==> src/hdl/jafd_pkg.sv <==
// ----------------------------------------------------------------------------
// jafd_pkg
// Shared types, constants and helpers for the joint angle block.
// ----------------------------------------------------------------------------
package jafd_pkg;

    localparam int CORDIC_STEPS_DEF = 18;
    localparam int MAX_STEPS        = 30;
    localparam int QUEUE_DEPTH      = 2;

    // CORDIC datapath: 24-bit operand shifted up 30 bits plus gain headroom
    localparam int VW = 57;
    localparam int ZW = 35;

    localparam logic signed [ZW-1:0] ANG_PI      = 35'sd3373259426;
    localparam logic signed [ZW-1:0] ANG_HALF_PI = 35'sd1686629713;
    localparam logic signed [ZW-1:0] ANG_ROUND   = 35'sd8192;
    localparam logic signed [20:0]   ANG_LIMIT   = 21'sd205888;

    localparam logic [7:0] CFG_MIN_DIR_NORM_SQ   = 8'd0;
    localparam logic [7:0] CFG_MAX_POINT_NORM_SQ = 8'd1;

    localparam logic [47:0] MIN_DIR_RST   = 48'd1;
    localparam logic [62:0] MAX_POINT_RST = 63'd6553600000000;

    typedef struct packed {
        logic signed [VW-1:0] x;
        logic signed [VW-1:0] y;
        logic signed [ZW-1:0] z;
    } t_lane;

    typedef struct packed {
        logic               ok;
        logic signed [32:0] ext;
        t_lane              roll;
        t_lane              pitch;
    } t_item;

    // atan(2^-i) in Q2.30
    function automatic logic signed [ZW-1:0] atan_q30(input int i);
        logic signed [ZW-1:0] v;
        case (i)
            0:  v = 35'sd843314856;
            1:  v = 35'sd497837829;
            2:  v = 35'sd263043836;
            3:  v = 35'sd133525158;
            4:  v = 35'sd67021686;
            5:  v = 35'sd33543515;
            6:  v = 35'sd16775850;
            7:  v = 35'sd8388437;
            8:  v = 35'sd4194282;
            9:  v = 35'sd2097149;
            10: v = 35'sd1048576;
            11: v = 35'sd524288;
            12: v = 35'sd262144;
            13: v = 35'sd131072;
            14: v = 35'sd65536;
            15: v = 35'sd32768;
            16: v = 35'sd16384;
            17: v = 35'sd8192;
            18: v = 35'sd4096;
            19: v = 35'sd2048;
            20: v = 35'sd1024;
            21: v = 35'sd512;
            22: v = 35'sd256;
            23: v = 35'sd128;
            24: v = 35'sd64;
            25: v = 35'sd32;
            26: v = 35'sd16;
            27: v = 35'sd8;
            28: v = 35'sd4;
            29: v = 35'sd2;
            30: v = 35'sd1;
            default: v = '0;
        endcase
        return v;
    endfunction

    // Quadrant fold. Axis cases leave y at zero so every rotation is skipped.
    function automatic t_lane lane_prep(input logic signed [23:0] num,
                                        input logic signed [23:0] den);
        t_lane             l;
        logic signed [24:0] n25;
        logic signed [24:0] d25;
        n25 = {num[23], num};
        d25 = {den[23], den};
        l.x = '0;
        l.y = '0;
        l.z = '0;
        if (num == 24'sd0) begin
            l.z = den[23] ? ANG_PI : '0;
        end else if (den == 24'sd0) begin
            l.z = num[23] ? -ANG_HALF_PI : ANG_HALF_PI;
        end else begin
            if (den[23]) begin
                l.z = num[23] ? -ANG_PI : ANG_PI;
                n25 = -n25;
                d25 = -d25;
            end
            l.x = {{(VW-55){d25[24]}}, d25, 30'b0};
            l.y = {{(VW-55){n25[24]}}, n25, 30'b0};
        end
        return l;
    endfunction

endpackage

==> src/hdl/jafd_queue.sv <==
// ----------------------------------------------------------------------------
// jafd_queue
// Small FIFO of classified words between front and back.
// ----------------------------------------------------------------------------
module jafd_queue #(
    parameter int DEPTH = jafd_pkg::QUEUE_DEPTH
) (
    input  logic             i_clk,
    input  logic             i_rst_n,
    input  logic             i_push,
    input  jafd_pkg::t_item  i_item,
    input  logic             i_pop,
    output logic             o_valid,
    output logic             o_full,
    output jafd_pkg::t_item  o_item
);
    import jafd_pkg::*;

    localparam int PW = (DEPTH > 1) ? $clog2(DEPTH) : 1;
    localparam int CW = $clog2(DEPTH + 1);

    t_item         r_mem [0:DEPTH-1];
    logic [PW-1:0] r_wp, r_rp;
    logic [CW-1:0] r_count;
    logic          w_pop;

    assign w_pop   = i_pop && (r_count != '0);
    assign o_valid = (r_count != '0);
    assign o_full  = (r_count == CW'(DEPTH));
    assign o_item  = r_mem[r_rp];

    always_ff @(posedge i_clk) begin
        if (!i_rst_n) begin
            r_wp    <= '0;
            r_rp    <= '0;
            r_count <= '0;
        end else begin
            if (i_push) begin
                r_wp <= (r_wp == PW'(DEPTH - 1)) ? '0 : r_wp + 1'b1;
            end
            if (w_pop) begin
                r_rp <= (r_rp == PW'(DEPTH - 1)) ? '0 : r_rp + 1'b1;
            end
            r_count <= r_count + CW'(i_push) - CW'(w_pop);
        end
    end

    always_ff @(posedge i_clk) begin
        if (i_push) begin
            r_mem[r_wp] <= i_item;
        end
    end

endmodule

==> config.mk <==
export PLATFORM = sky130hd
export DESIGN_NAME = jafd_queue
export DESIGN_NICKNAME = d
export VERILOG_FILES = /design/src/hdl/jafd_pkg.sv /design/src/hdl/jafd_queue.sv
export SDC_FILE = /design/constraint.sdc
export NUM_CORES = 1
export LEC_CHECK = 0
export ABC_CLOCK_PERIOD_IN_PS = 28700
export BUFFER_PORTS_ARGS = -buffer_cell sky130_fd_sc_hd__buf_4
export CORE_AREA = 4 4 255 257
export DETAILED_ROUTE_END_ITERATION = 8
export DIE_AREA = 0 0 259 261
export PLACE_DENSITY = 0.71
export SLEW_MARGIN = 20
export SYNTH_ARGS = -nofsm -noshare
export SYNTH_HDL_FRONTEND = slang
export SYNTH_SLANG_ARGS = --single-unit
==> constraint.sdc <==
create_clock -name i_clk -period 28.7 [get_ports i_clk]
set_input_delay 1.435 -clock i_clk [delete_from_list [all_inputs] [get_ports i_clk]]
set_output_delay 1.435 -clock i_clk [all_outputs]
set_load 0.02 [all_outputs]
# ---- After elaboration in Yosys (flattened, before gate mapping)
# Memories as Yosys holds them, arrays and structs flattened. A register that Yosys moved wholly into a read port is not among the register bits.
# Cells that the tools add are included.
dict set report totals {
  register_bits 4
  ramBits 664
  in_bits 336
  output_inout_bits 334
  elab_cells 17
  n_memories 1
}
dict set report classes {
  add_sub_neg 4
  n_eq_ne 1
  muxes 6
  reduce_logical 2
}
# memory words word_bits rd rd_ports_with_merged_regs write_ports line
set mem_list {}
lappend mem_list {r_mem 2 332 1 1 1 jafd_queue.sv:22} ;# t_item r_mem [0:DEPTH-1];
# op count
set op_table {}
lappend op_table {{$mux 1} 6}
lappend op_table {{$add 1x1->1 const B} 2}
lappend op_table {{$add 2x1->2} 1}
lappend op_table {{$eq 2x2->1 const B} 1}
lappend op_table {{$reduce_bool 2->1} 1}
lappend op_table {{$sub 2x1->2} 1}
lappend op_table {{$logic_and 1x1->1} 1}

# ---- Depth between registers and ports, before layout
# Gate-level depths: netlist (run 1).
dict set report logic_depth {
  word_depth 4
  depth_mapped 6
  mapped_depth_nobuf 6
}

# ---- Worst setup path after synthesis (run 1)
# OpenSTA, ideal clock, no wires.
dict set report synth_timing {
  kind {input to register}
  start {input i_push}
  end {register r_wp}
  setup_time_ps 126
  arrival_time_ps 16771
  t_required_ps 28574
  path_slack_ps 11802
  stages 2
  n_path_buf 0
  cell_sequence {nor2b_1 o21a_1}
}
# element line
set synth_rtl {}
lappend synth_rtl {{start: declaration} jafd_queue.sv:10} ;# input logic i_push,
lappend synth_rtl {{end signal: assignment} jafd_queue.sv:39} ;# r_wp <= (r_wp == PW'(DEPTH - 1)) ? '0 : r_wp + 1'b1;
lappend synth_rtl {{end: declaration} jafd_queue.sv:23} ;# logic [PW-1:0] r_wp, r_rp;

==> flow_metrics.env, run 1 <==
export IMPL_end_kind="output pin"
export IMPL_cp_top_family="buffers and inverters"
export IMPL_clockBufferDepth=3
export IMPL_cts_tree="done"
export IMPL_wl_um=57600
export IMPL_reg2reg_slack_ns=25.38
export IMPL_drive_gt1_frac=0.605
export IMPL_areaGrowthSynthToFinish_pct=32.7
export IMPL_fillers=5021
export IMPL_clk_pin_slew_worst_paths_ns=0.06
export IMPL_whs_path_depth=2
export IMPL_drv_cap=0
export IMPL_grt_setup_unrepaired="false"
export IMPL_cp_data_arrival_time_ns=4.00
export IMPL_grtUsageTotal=0.160
export IMPL_postLayoutCellArea_sq_um=32500
export IMPL_crit_path_max_fanout=78
export IMPL_vias=12500
export IMPL_gp_congestion=0.838
export IMPL_crit_buf_inv=3
export IMPL_die_area_sq_um=67600
export IMPL_drc=0
export IMPL_die_w_um=259
export IMPL_firstDrtPassIters=4
export IMPL_root_buffer="clkbuf_16"
export IMPL_ioPinCount=670
export IMPL_synthTopCellsByArea="edfxtp_1, mux2_2, mux2_4, buf_6, dfxtp_1"
export IMPL_min_period_over_period=0.189
export IMPL_vdd_drop_max_mv=0.0527
export IMPL_hold_path_endpoint="r_rp"
export IMPL_core_area_sq_um=62700
export IMPL_finClkSkew_ns=0.0220
export IMPL_critical_path_class="register to output pin"
export IMPL_start_kind="register"
export IMPL_cts_hold_buf=0
export IMPL_powerDensity_nw_per_um2=80.1
export IMPL_finalHoldViolCount=0
export IMPL_p_leak_nw=12.0
export IMPL_synth_fp_nets=1394
export IMPL_synth_top_area_frac=0.815
export IMPL_num_nets_final=2109
export IMPL_placed_cells=2545
export IMPL_htree_levels=3
export IMPL_max_freq_mhz=184
export IMPL_rows=92
export IMPL_grt_pass1_vias=13400
export IMPL_via_per_inst=4.69
export IMPL_dpl_hpwl_um=40100
export IMPL_ant_nets=0
export IMPL_finalSetupViolations=0
export IMPL_hold_path_class="register to register"
export IMPL_r2r_start="r_wp"
export IMPL_reg2regPathDepth=3
export IMPL_crit_top_cell="buf_4"
export IMPL_clock_latency_ns=0.59
export IMPL_synth_seq_cells=669
export IMPL_r2r_end="r_mem[1][216]"
export IMPL_syn_area_per_cell_sq_um=23.2
export IMPL_drt_iter0_markers=718
export IMPL_max_stage_delay_ns=0.93
export IMPL_gr_total_overflow=0
export IMPL_synth_cell_types=17
export IMPL_slew_limit_headroom=0.271
export IMPL_grt_pass1_wl_um=81500
export IMPL_crit_path_cell_trace="buf_4, buf_4, mux2_2, buf_4"
export IMPL_initial_core_util=0.390
export IMPL_synth_top_cell_by_area="edfxtp_1"
export IMPL_yosysSeqAreaShare=0.820
export IMPL_fin_setup_tns_ns=0
export IMPL_yosysWarnings=0
export IMPL_crit_slowest_cell="buf_4"
export IMPL_ctsResizeCount=0
export IMPL_antenna_found_initial=3
export IMPL_tightest_slew_ns=1.09
export IMPL_syn_cell_area_sq_um=24500
export IMPL_hold_start="r_rp"
export IMPL_grt_start_max_net_pins=181
export IMPL_syn_inst=1056
export IMPL_postCtsSetupRepairBufs=0
export IMPL_numCtsBuffers=70
export IMPL_worstPathRequired_ns=27.26
export IMPL_die_height_um=261
export IMPL_cts_sinks=669
export IMPL_outcome="completed"
export IMPL_post_drt_wl_per_cell_um=21.5
export IMPL_place_area_sq_um=30300
export IMPL_fin_cells=2673
export IMPL_io_buffers=669
export IMPL_period_minus_slack_ns=5.44
export IMPL_maxSlewViolCount=0
==> synthesized netlist by cell type, drive strengths merged <==
cell type / number
edfxtp: 664
mux2: 332
buf: 37
dfxtp: 5
nor2b: 4
and2: 2
ha: 2
inv: 2
mux2i: 2
o21a: 2
nand2: 1
nand2b: 1
or2: 1
xnor3: 1
==> power by group <==
group / switching [W] / internal (W) / total, W
Sequential: 0.0000221 / 0.00113 / 0.00116
Clock: 0.000357 / 0.000500 / 0.000857
Combinational: 0.000308 / 0.000279 / 0.000587
==> worst reg2reg max path: stages (launching register included) <==
cell and delay [ns]:
dfxtp_1 0.38, and2_4 0.64, buf_4 0.89, buf_4 0.96
==> registers in the layout, summed over array words and instances (netlist names), named ones only <==
name     cells
r_mem      664
r_count      2
r_rp         1
r_wp         1
==> kinds of logic after synthesis <==
family	synth area share
AO/OA/AOI/OAI	0.000614
adder cells (fa/ha/maj)	0.00102
XOR/XNOR	0.000921
AND/OR/NAND/NOR	0.00220
flip-flops	0.820
buffers and inverters	0.0158
multiplexers	0.160
==> per-stage QoR <==
step,worst slack [ns],util,power (W),hold slack (ns)
6_report,23.26,0.517,0.00260,0.487
5_1_grt,23.04,0.517,0.00270,0.523
4_1_cts,23.16,0.517,0.00264,0.490
3_5_place_dp,23.82,0.482,0.00177,0.478
3_3_place_gp,23.84,0.482,0.00176,0.454
2_1_floorplan,11.80,-,0.00156,0.452
==> area by class of cell <==
class | count | area, sq um | share of cell area
multi-input cells | 348 | 4040 | 0.124
inverters | 2 | 7.51 | 0.000231
clock inverters | 43 | 362 | 0.0111
clock buffers | 82 | 1820 | 0.0560
diodes | 3 | 7.51 | 0.000231
repair buffers | 680 | 5120 | 0.158
well taps | 846 | 1060 | 0.0326
flip-flops and latches | 669 | 20000 | 0.618
==> worst max path at each step <==
stage               depth (start not counted)  slack, ns     endpoint  startpoint
detailed placement                          4      23.82  o_item[170]    register
global placement                            4      23.84  o_item[170]    register
global route                                4      23.04  o_item[222]    register
finish                                      4      23.26  o_item[222]    register
CTS                                         4      23.16  o_item[170]    register
floorplan                                   2      11.80         r_wp      i_push
==> cells in the final DEF (no fill, tap or decap), types with 3 or more instances in the layout <==
cell	n
mux2_2	284
clkbuf_1	11
nor2b_1	3
dfxtp_1	4
buf_4	678
mux2_1	8
clkbuf_16	71
inv_6	4
diode_2	3
bufinv_16	5
mux2_4	40
clkinv_1	19
clkinv_2	10
edfxtp_1	664
clkinvlp_4	3
==> layer usage <==
layer	global-route usage	up-vias	share of wire
met2	0.282	457	0.53
li1	-	5647	-
met4	0.0834	2	0.047
met5	0	-	0.00023
met3	0.0508	139	0.083
met1	0.174	6294	0.34
Note: power is estimated with default switching activity, not from simulation.
==> inputs of run 2 (changes only) <==
--- a/config.mk
+++ b/config.mk
@@ -5,11 +5,11 @@
 export SDC_FILE = /design/constraint.sdc
 export NUM_CORES = 1
 export LEC_CHECK = 0
-export ABC_CLOCK_PERIOD_IN_PS = 28700
+export ABC_CLOCK_PERIOD_IN_PS = 4480
 export BUFFER_PORTS_ARGS = -buffer_cell sky130_fd_sc_hd__buf_4
-export CORE_AREA = 4 4 255 257
+export CORE_AREA = 4 4 262 264
 export DETAILED_ROUTE_END_ITERATION = 8
-export DIE_AREA = 0 0 259 261
+export DIE_AREA = 0 0 266 268
 export PLACE_DENSITY = 0.71
 export SLEW_MARGIN = 20
 export SYNTH_ARGS = -nofsm -noshare
==> constraint.sdc (replaced) <==
create_clock -name i_clk -period 4.48 [get_ports i_clk]
set_input_delay 0.224 -clock i_clk [delete_from_list [all_inputs] [get_ports i_clk]]
set_output_delay 0.224 -clock i_clk [all_outputs]
set_load 0.02 [all_outputs]
==> run 2 against run 1 <==
  * Die area up 5.5%
  * Flip-flop and latch count unchanged
  * Utilization up 2.6 points
  * Sequential share of layout area down 6.3 points
  * Cell count up 14%
  * Global-route usage up 0.88 points
  * Critical path type unchanged
  * Combinational power rose to 7.1 times the previous value
  * Register-to-register slack worse by 23 ns
  * Routed wire length up 11%
  * Setup slack worse by 22 ns
==> flow_metrics.env, run 2 (synthesis gave the netlist of run 1 again) <==
export IMPL_min_period_over_period=0.646
export IMPL_cp_top_family="flip-flops"
export IMPL_regArea_sq_um=20000
export IMPL_tightest_slew_ns=1.02
export IMPL_placed_cells=2584
export IMPL_pwr_share_comb=0.240
export IMPL_drv_cap=0
export IMPL_core_area_sq_um=66600
export IMPL_p_switching_w=0.00466
export IMPL_grt_start_max_net_pins=88
export IMPL_start_kind="register"
export IMPL_grt_setup_unrepaired="false"
export IMPL_total_power_w=0.0173
export IMPL_largest_reg_flops=664
export IMPL_htree_levels=3
export IMPL_mostFrequentLayoutCells="buf_4, edfxtp_1, dlygate4sd3_1, mux2_2, clkbuf_16"
export IMPL_reg2regPathDepth=4
export IMPL_firstDrtPassIters=5
export IMPL_grt_pass1_vias=15600
export IMPL_top_regs="r_mem (664), r_count (2)"
export IMPL_drc=0
export IMPL_intPower_w=0.0126
export IMPL_crit_path_max_fanout=51
export IMPL_drive_gt1_frac=0.514
export IMPL_r2r_start="r_wp"
export IMPL_num_nets_final=2459
export IMPL_rows=95
export IMPL_gp_congestion=0.804
export IMPL_period_minus_slack_ns=2.89
export IMPL_gr_total_overflow=0
export IMPL_wl_um=64000
export IMPL_clk_pin_slew_worst_paths_ns=0.06
export IMPL_layout_commonest_cell="buf_4"
export IMPL_max_stage_delay_ns=0.88
export IMPL_grtUsageMet1=0.194
export IMPL_via_per_inst=4.65
export IMPL_cts_tree="done"
export IMPL_finalSetupViolations=0
export IMPL_worstPathRequired_ns=4.26
export IMPL_fin_cells=3053
export IMPL_io_buffers=669
export IMPL_netSwitchingFraction=0.270
export IMPL_crit_top_cell="buf_4"
export IMPL_multi_input_area_sq_um=4040
export IMPL_max_freq_mhz=346
export IMPL_clockPowerShare=0.331
export IMPL_die_w_um=266
export IMPL_ioPinCount=670
export IMPL_crit_cells=3
export IMPL_finalHoldViolCount=0
export IMPL_root_buffer="clkbuf_16"
export IMPL_reg2reg_slack_ns=2.03
export IMPL_areaGrowthSynthToFinish_pct=47.8
export IMPL_die_height_um=268
export IMPL_gr_max_usage_layer="met2"
export IMPL_drt_iter0_markers=742
export IMPL_fin_setup_tns_ns=0
export IMPL_top_register="r_mem"
export IMPL_numCtsBuffers=72
export IMPL_p_leak_nw=13.6
export IMPL_grt_pass1_wl_um=92800
export IMPL_r2r_end="r_wp"
export IMPL_layout_setup_ws_ns=1.59
export IMPL_initial_core_util=0.367
export IMPL_dpl_hpwl_um=41300
export IMPL_post_drt_wl_per_cell_um=21.0
export IMPL_crit_slowest_cell="dfxtp_4"
export IMPL_critical_path_class="register to output pin"
export IMPL_endpoint="o_item[264]"
export IMPL_cts_sinks=669
export IMPL_cp_data_arrival_time_ns=2.67
export IMPL_maxSlewViolCount=0
export IMPL_p_seq_frac=0.429
export IMPL_hold_path_class="input port to register"
export IMPL_slew_limit_headroom=0.316
export IMPL_finClkSkew_ns=0.0207
export IMPL_ant_nets=0
export IMPL_grt_use_met2=0.303
export IMPL_fillers=5014
export IMPL_outcome="completed"
export IMPL_die_area_sq_um=71300
export IMPL_antenna_found_initial=4
export IMPL_pre_cts_ws_ns=2.15
export IMPL_clock_latency_ns=0.59
export IMPL_powerDensity_nw_per_um2=478
export IMPL_crit_path_cell_trace="buf_4, mux2_2, buf_4"
export IMPL_use_met3=0.0377
export IMPL_grtUsageTotal=0.169
export IMPL_vias=14200
export IMPL_end_kind="output pin"
export IMPL_vdd_drop_max_mv=0.406
export IMPL_crit_buf_inv=2
export IMPL_clockBufferDepth=3
==> run 2: how the worst min path moves through the flow <==
stage                            from  slack (ns)       endpoint  cells past startpoint
after floorplan             i_item[0]        0.32    r_mem[0][0]                      0
after global placement    i_item[287]        0.41  r_mem[1][287]                      1
after detailed placement  i_item[231]        0.41  r_mem[1][231]                      1
after CTS                 i_item[331]        0.30  r_mem[1][331]                      2
after global routing      i_item[330]        0.32  r_mem[1][330]                      2
final                     i_item[330]        0.35  r_mem[1][330]                      2
==> run 2: through the flow <==
stage | utilization | hold WS, ns | area (sq um)
after floorplan | - | 0.323 | 24500
after detailed placement | 0.458 | 0.412 | 30500
after CTS | 0.543 | 0.299 | 36100
final | 0.543 | 0.354 | 36100
after global placement | 0.458 | 0.409 | 30500
after global routing | 0.543 | 0.321 | 36100
==> run 2: layout make-up <==
cell class	instances	area share
multi-input combinational	348	0.112
inverter	2	0.000208
antenna	5	0.000346
tap	873	0.0302
clock buffer	93	0.0538
sequential	669	0.555
clock inverter	35	0.00917
timing repair buffer	1028	0.240
==> run 2: metal layers <==
layer	up-vias	routed length, um
met5	-	0
met4	0	2770
met3	152	3710
met2	505	34100
met1	7163	23400
li1	6378	-
==> run 2: worst reg2reg max path, stage by stage (launching register included) <==
cell and delay [ns]:
dfxtp_2 0.34, nor2b_4 0.79, buf_4 0.51, o21a_1 0.20, dlygate4sd3_1 0.55
==> run 2: power by group through the flow <==
stage / Sequential [W] / Combinational (W) / Clock (W)
6_report: 0.00740 / 0.00414 / 0.00572
5_1_grt: 0.00743 / 0.00432 / 0.00615
4_1_cts: 0.00740 / 0.00414 / 0.00585
3_5_place_dp: 0.00753 / 0.00387 / 0
3_3_place_gp: 0.00751 / 0.00381 / 0
2_1_floorplan: 0.00748 / 0.00239 / 0
==> run 2: what timing repair did <==
action | 4_1_cts | 5_1_grt
setup buffers | 0 | 0
endpoints found under the hold margin | 669 | 0
gates resized for setup | 0 | 0
hold buffers | 336 | 0
==> inputs of run 3 (changes only) <==
--- a/config.mk
+++ b/config.mk
@@ -5,11 +5,12 @@
 export SDC_FILE = /design/constraint.sdc
 export NUM_CORES = 1
 export LEC_CHECK = 0
-export ABC_CLOCK_PERIOD_IN_PS = 4480
+export ABC_AREA = 1
+export ABC_CLOCK_PERIOD_IN_PS = 2700
 export BUFFER_PORTS_ARGS = -buffer_cell sky130_fd_sc_hd__buf_4
-export CORE_AREA = 4 4 262 264
+export CORE_AREA = 4 4 257 259
 export DETAILED_ROUTE_END_ITERATION = 8
-export DIE_AREA = 0 0 266 268
+export DIE_AREA = 0 0 261 263
 export PLACE_DENSITY = 0.71
 export SLEW_MARGIN = 20
 export SYNTH_ARGS = -nofsm -noshare
==> constraint.sdc (replaced) <==
create_clock -name i_clk -period 2.7 [get_ports i_clk]
set_input_delay 0.135 -clock i_clk [delete_from_list [all_inputs] [get_ports i_clk]]
set_output_delay 0.135 -clock i_clk [all_outputs]
set_load 0.02 [all_outputs]
==> run 3 against run 2 <==
  * Clock skew rose by 0.00056 ns
  * Die area decreased by 3.7%
  * Clock power rose by 56%
  * Synthesized cell count is 1.3% higher
  * Largest power group unchanged
  * Highest routed layer unchanged
  * Largest cell class unchanged
==> flow_metrics.env, run 3 <==
export IMPL_outcome="completed"
export IMPL_clk_pin_slew_worst_paths_ns=0.06
export IMPL_powerDensity_nw_per_um2=783
export IMPL_synth_top_family_by_area="multiplexers"
export IMPL_finClkSkew_ns=0.0213
export IMPL_max_stage_delay_ns=0.56
export IMPL_mostFrequentLayoutCells="buf_4, edfxtp_1, dlygate4sd3_1, mux2_2, clkbuf_16"
export IMPL_top_regs="r_mem (664), r_count (2)"
export IMPL_async_flop_share=0
export IMPL_period_minus_slack_ns=2.36
export IMPL_crit_path_max_fanout=86
export IMPL_critical_path_class="register to output pin"
export IMPL_syn_cell_area_sq_um=24400
export IMPL_synth_seq_cells=669
export IMPL_cts_tree="done"
export IMPL_synth_edf_count=664
export IMPL_synth_top_cell_by_area="edfxtp_1"
export IMPL_grt_setup_unrepaired="false"
export IMPL_dpl_hpwl_um=42400
export IMPL_start_kind="register"
export IMPL_io_buffers=669
export IMPL_hold_path_class="input port to register"
export IMPL_htree_levels=3
export IMPL_synth_cell_types=13
export IMPL_min_period_over_period=0.873
export IMPL_yosys_area_share_xor_xnor=0
export IMPL_drt_iter0_markers=919
export IMPL_tightest_slew_ns=0.578
export IMPL_postLayoutCellArea_sq_um=36100
export IMPL_drc=0
export IMPL_synth_compound_area_frac=0.000205
export IMPL_antenna_found_initial=6
export IMPL_num_nets_final=2486
export IMPL_synth_top_area_frac=0.816
export IMPL_firstDrtPassIters=5
export IMPL_crit_slowest_cell="dfxtp_4"
export IMPL_drive_gt1_frac=0.512
export IMPL_root_buffer="clkbuf_16"
export IMPL_largest_reg_flops=664
export IMPL_core_area_sq_um=63900
export IMPL_gp_congestion=0.877
export IMPL_synth_commonest_cells="edfxtp_1, mux2_2, mux2_4"
export IMPL_syn_inst=1070
export IMPL_synth_fp_nets=1408
export IMPL_synthAdderAreaFrac=0.00102
export IMPL_grt_pass1_wl_um=94200
export IMPL_cts_sinks=669
export IMPL_rows=93
export IMPL_ioPinCount=670
export IMPL_yosysWarnings=0
export IMPL_synth_ff_type="edfxtp_1"
export IMPL_initial_core_util=0.383
export IMPL_post_drt_wl_per_cell_um=21.0
export IMPL_top_register="r_mem"
export IMPL_p_leak_nw=13.6
export IMPL_grtUsageTotal=0.180
export IMPL_max_freq_mhz=424
export IMPL_end_kind="output pin"
export IMPL_ant_nets=0
export IMPL_grt_pass1_vias=16000
export IMPL_worstPathRequired_ns=2.57
export IMPL_postCtsSetupRepairBufs=0
export IMPL_finalHoldViolCount=0
export IMPL_die_area_sq_um=68600
export IMPL_layout_commonest_cell="buf_4"
export IMPL_yosysMostFrequentCell="edfxtp_1"
export IMPL_numCtsBuffers=70
export IMPL_yosysSeqAreaShare=0.820
export IMPL_syn_area_per_cell_sq_um=22.8
export IMPL_wl_um=64200
export IMPL_clock_latency_ns=0.58
export IMPL_cp_data_arrival_time_ns=2.22
export IMPL_areaGrowthSynthToFinish_pct=47.9
export IMPL_clockBufferDepth=3
export IMPL_crit_buf_inv=2
export IMPL_gr_total_overflow=0
export IMPL_finalSetupViolations=0
export IMPL_place_area_sq_um=30700
export IMPL_slew_limit_headroom=0.615
export IMPL_die_w_um=261
export IMPL_drv_cap=0
export IMPL_synth_simple_area_share=0.00317
export IMPL_muxShareOfSynthArea=0.159
export IMPL_maxSlewViolCount=0
export IMPL_vias=14200
export IMPL_total_power_w=0.0283
export IMPL_whs_ns=0.261
export IMPL_grt_start_max_net_pins=89
export IMPL_cp_top_family="flip-flops"
export IMPL_die_height_um=263
export IMPL_crit_path_cell_trace="buf_12, mux2_2, buf_4"
export IMPL_vdd_drop_max_mv=0.616
export IMPL_via_per_inst=4.64
export IMPL_synthTopCellsByArea="edfxtp_1, mux2_2, mux2_4, buf_6, dfxtp_1"
==> run 3: changes by cell type after synthesis, sizes merged, moves of 2 or more <==
cell	previous run	this run
nor2b	4	0
nand3	0	2
inv	2	9
nand2	1	8
nor2	0	10
o21a	2	0
and2	2	0
mux2i	2	0
==> run 3: logic make-up after synthesis <==
| logic type | Yosys count |
|---|---|
| AO/OA/AOI/OAI | 1 |
| adder cells (fa/ha/maj) | 2 |
| buffers and inverters | 46 |
| flip-flops | 669 |
| multiplexers | 332 |
| AND/OR/NAND/NOR | 20 |
==> run 3: final cells by class <==
| type | instances | area, sq um |
|---|---|---|
| Inverter | 9 | 37.5 |
| Fill cell | 4587 | 27700 |
| Clock inverter | 29 | 282 |
| Sequential cell | 669 | 20000 |
| Clock buffer | 92 | 1830 |
| Tap cell | 855 | 1070 |
| Antenna cell | 7 | 17.5 |
| Timing Repair Buffer | 1043 | 8860 |
| Multi-Input combinational cell | 355 | 4010 |
==> run 3: report_power, final <==
part           internal (W)  switching, W
Clock               0.00503       0.00391
Combinational       0.00347       0.00363
Sequential           0.0121      0.000198
Total                0.0206       0.00774
==> run 3: final timing paths <==
kind | from | endpoint | slack, ns | cells after the start
min | i_item[88] | r_mem[0][88] | 0.26 | 2
max reg2reg | r_count[0] | r_count[0] | 0.84 | 8
max | register | o_item[223] | 0.34 | 3
min reg2reg | r_wp | r_wp | 0.52 | 2
==> run 3: per-layer routing <==
metal  up-vias  global-route usage  routed length [um]  share of wire
met4         0              0.0879                3050          0.047
met2       536               0.333               34500           0.54
met1      7089               0.190               22400           0.35
met3       165              0.0427                4160          0.065
met5         -                   0                   0              0
li1       6413                   -                   -              -
==> run 3: per-stage QoR <==
step | util | setup TNS, ns | setup slack (ns) | cells
floorplan | - | -1994.75 | -3.07 | 1070
global placement | 0.480 | 0 | 0.994 | 2595
detailed placement | 0.480 | 0 | 0.958 | 2595
CTS | 0.566 | 0 | 0.303 | 3052
global route | 0.566 | 0 | 0.246 | 3058
finish | 0.566 | 0 | 0.342 | 3059
==> run 3: what timing repair did <==
action,CTS,global route
endpoints found under the hold margin,669,0
resized for setup,0,0
hold buffers,336,0
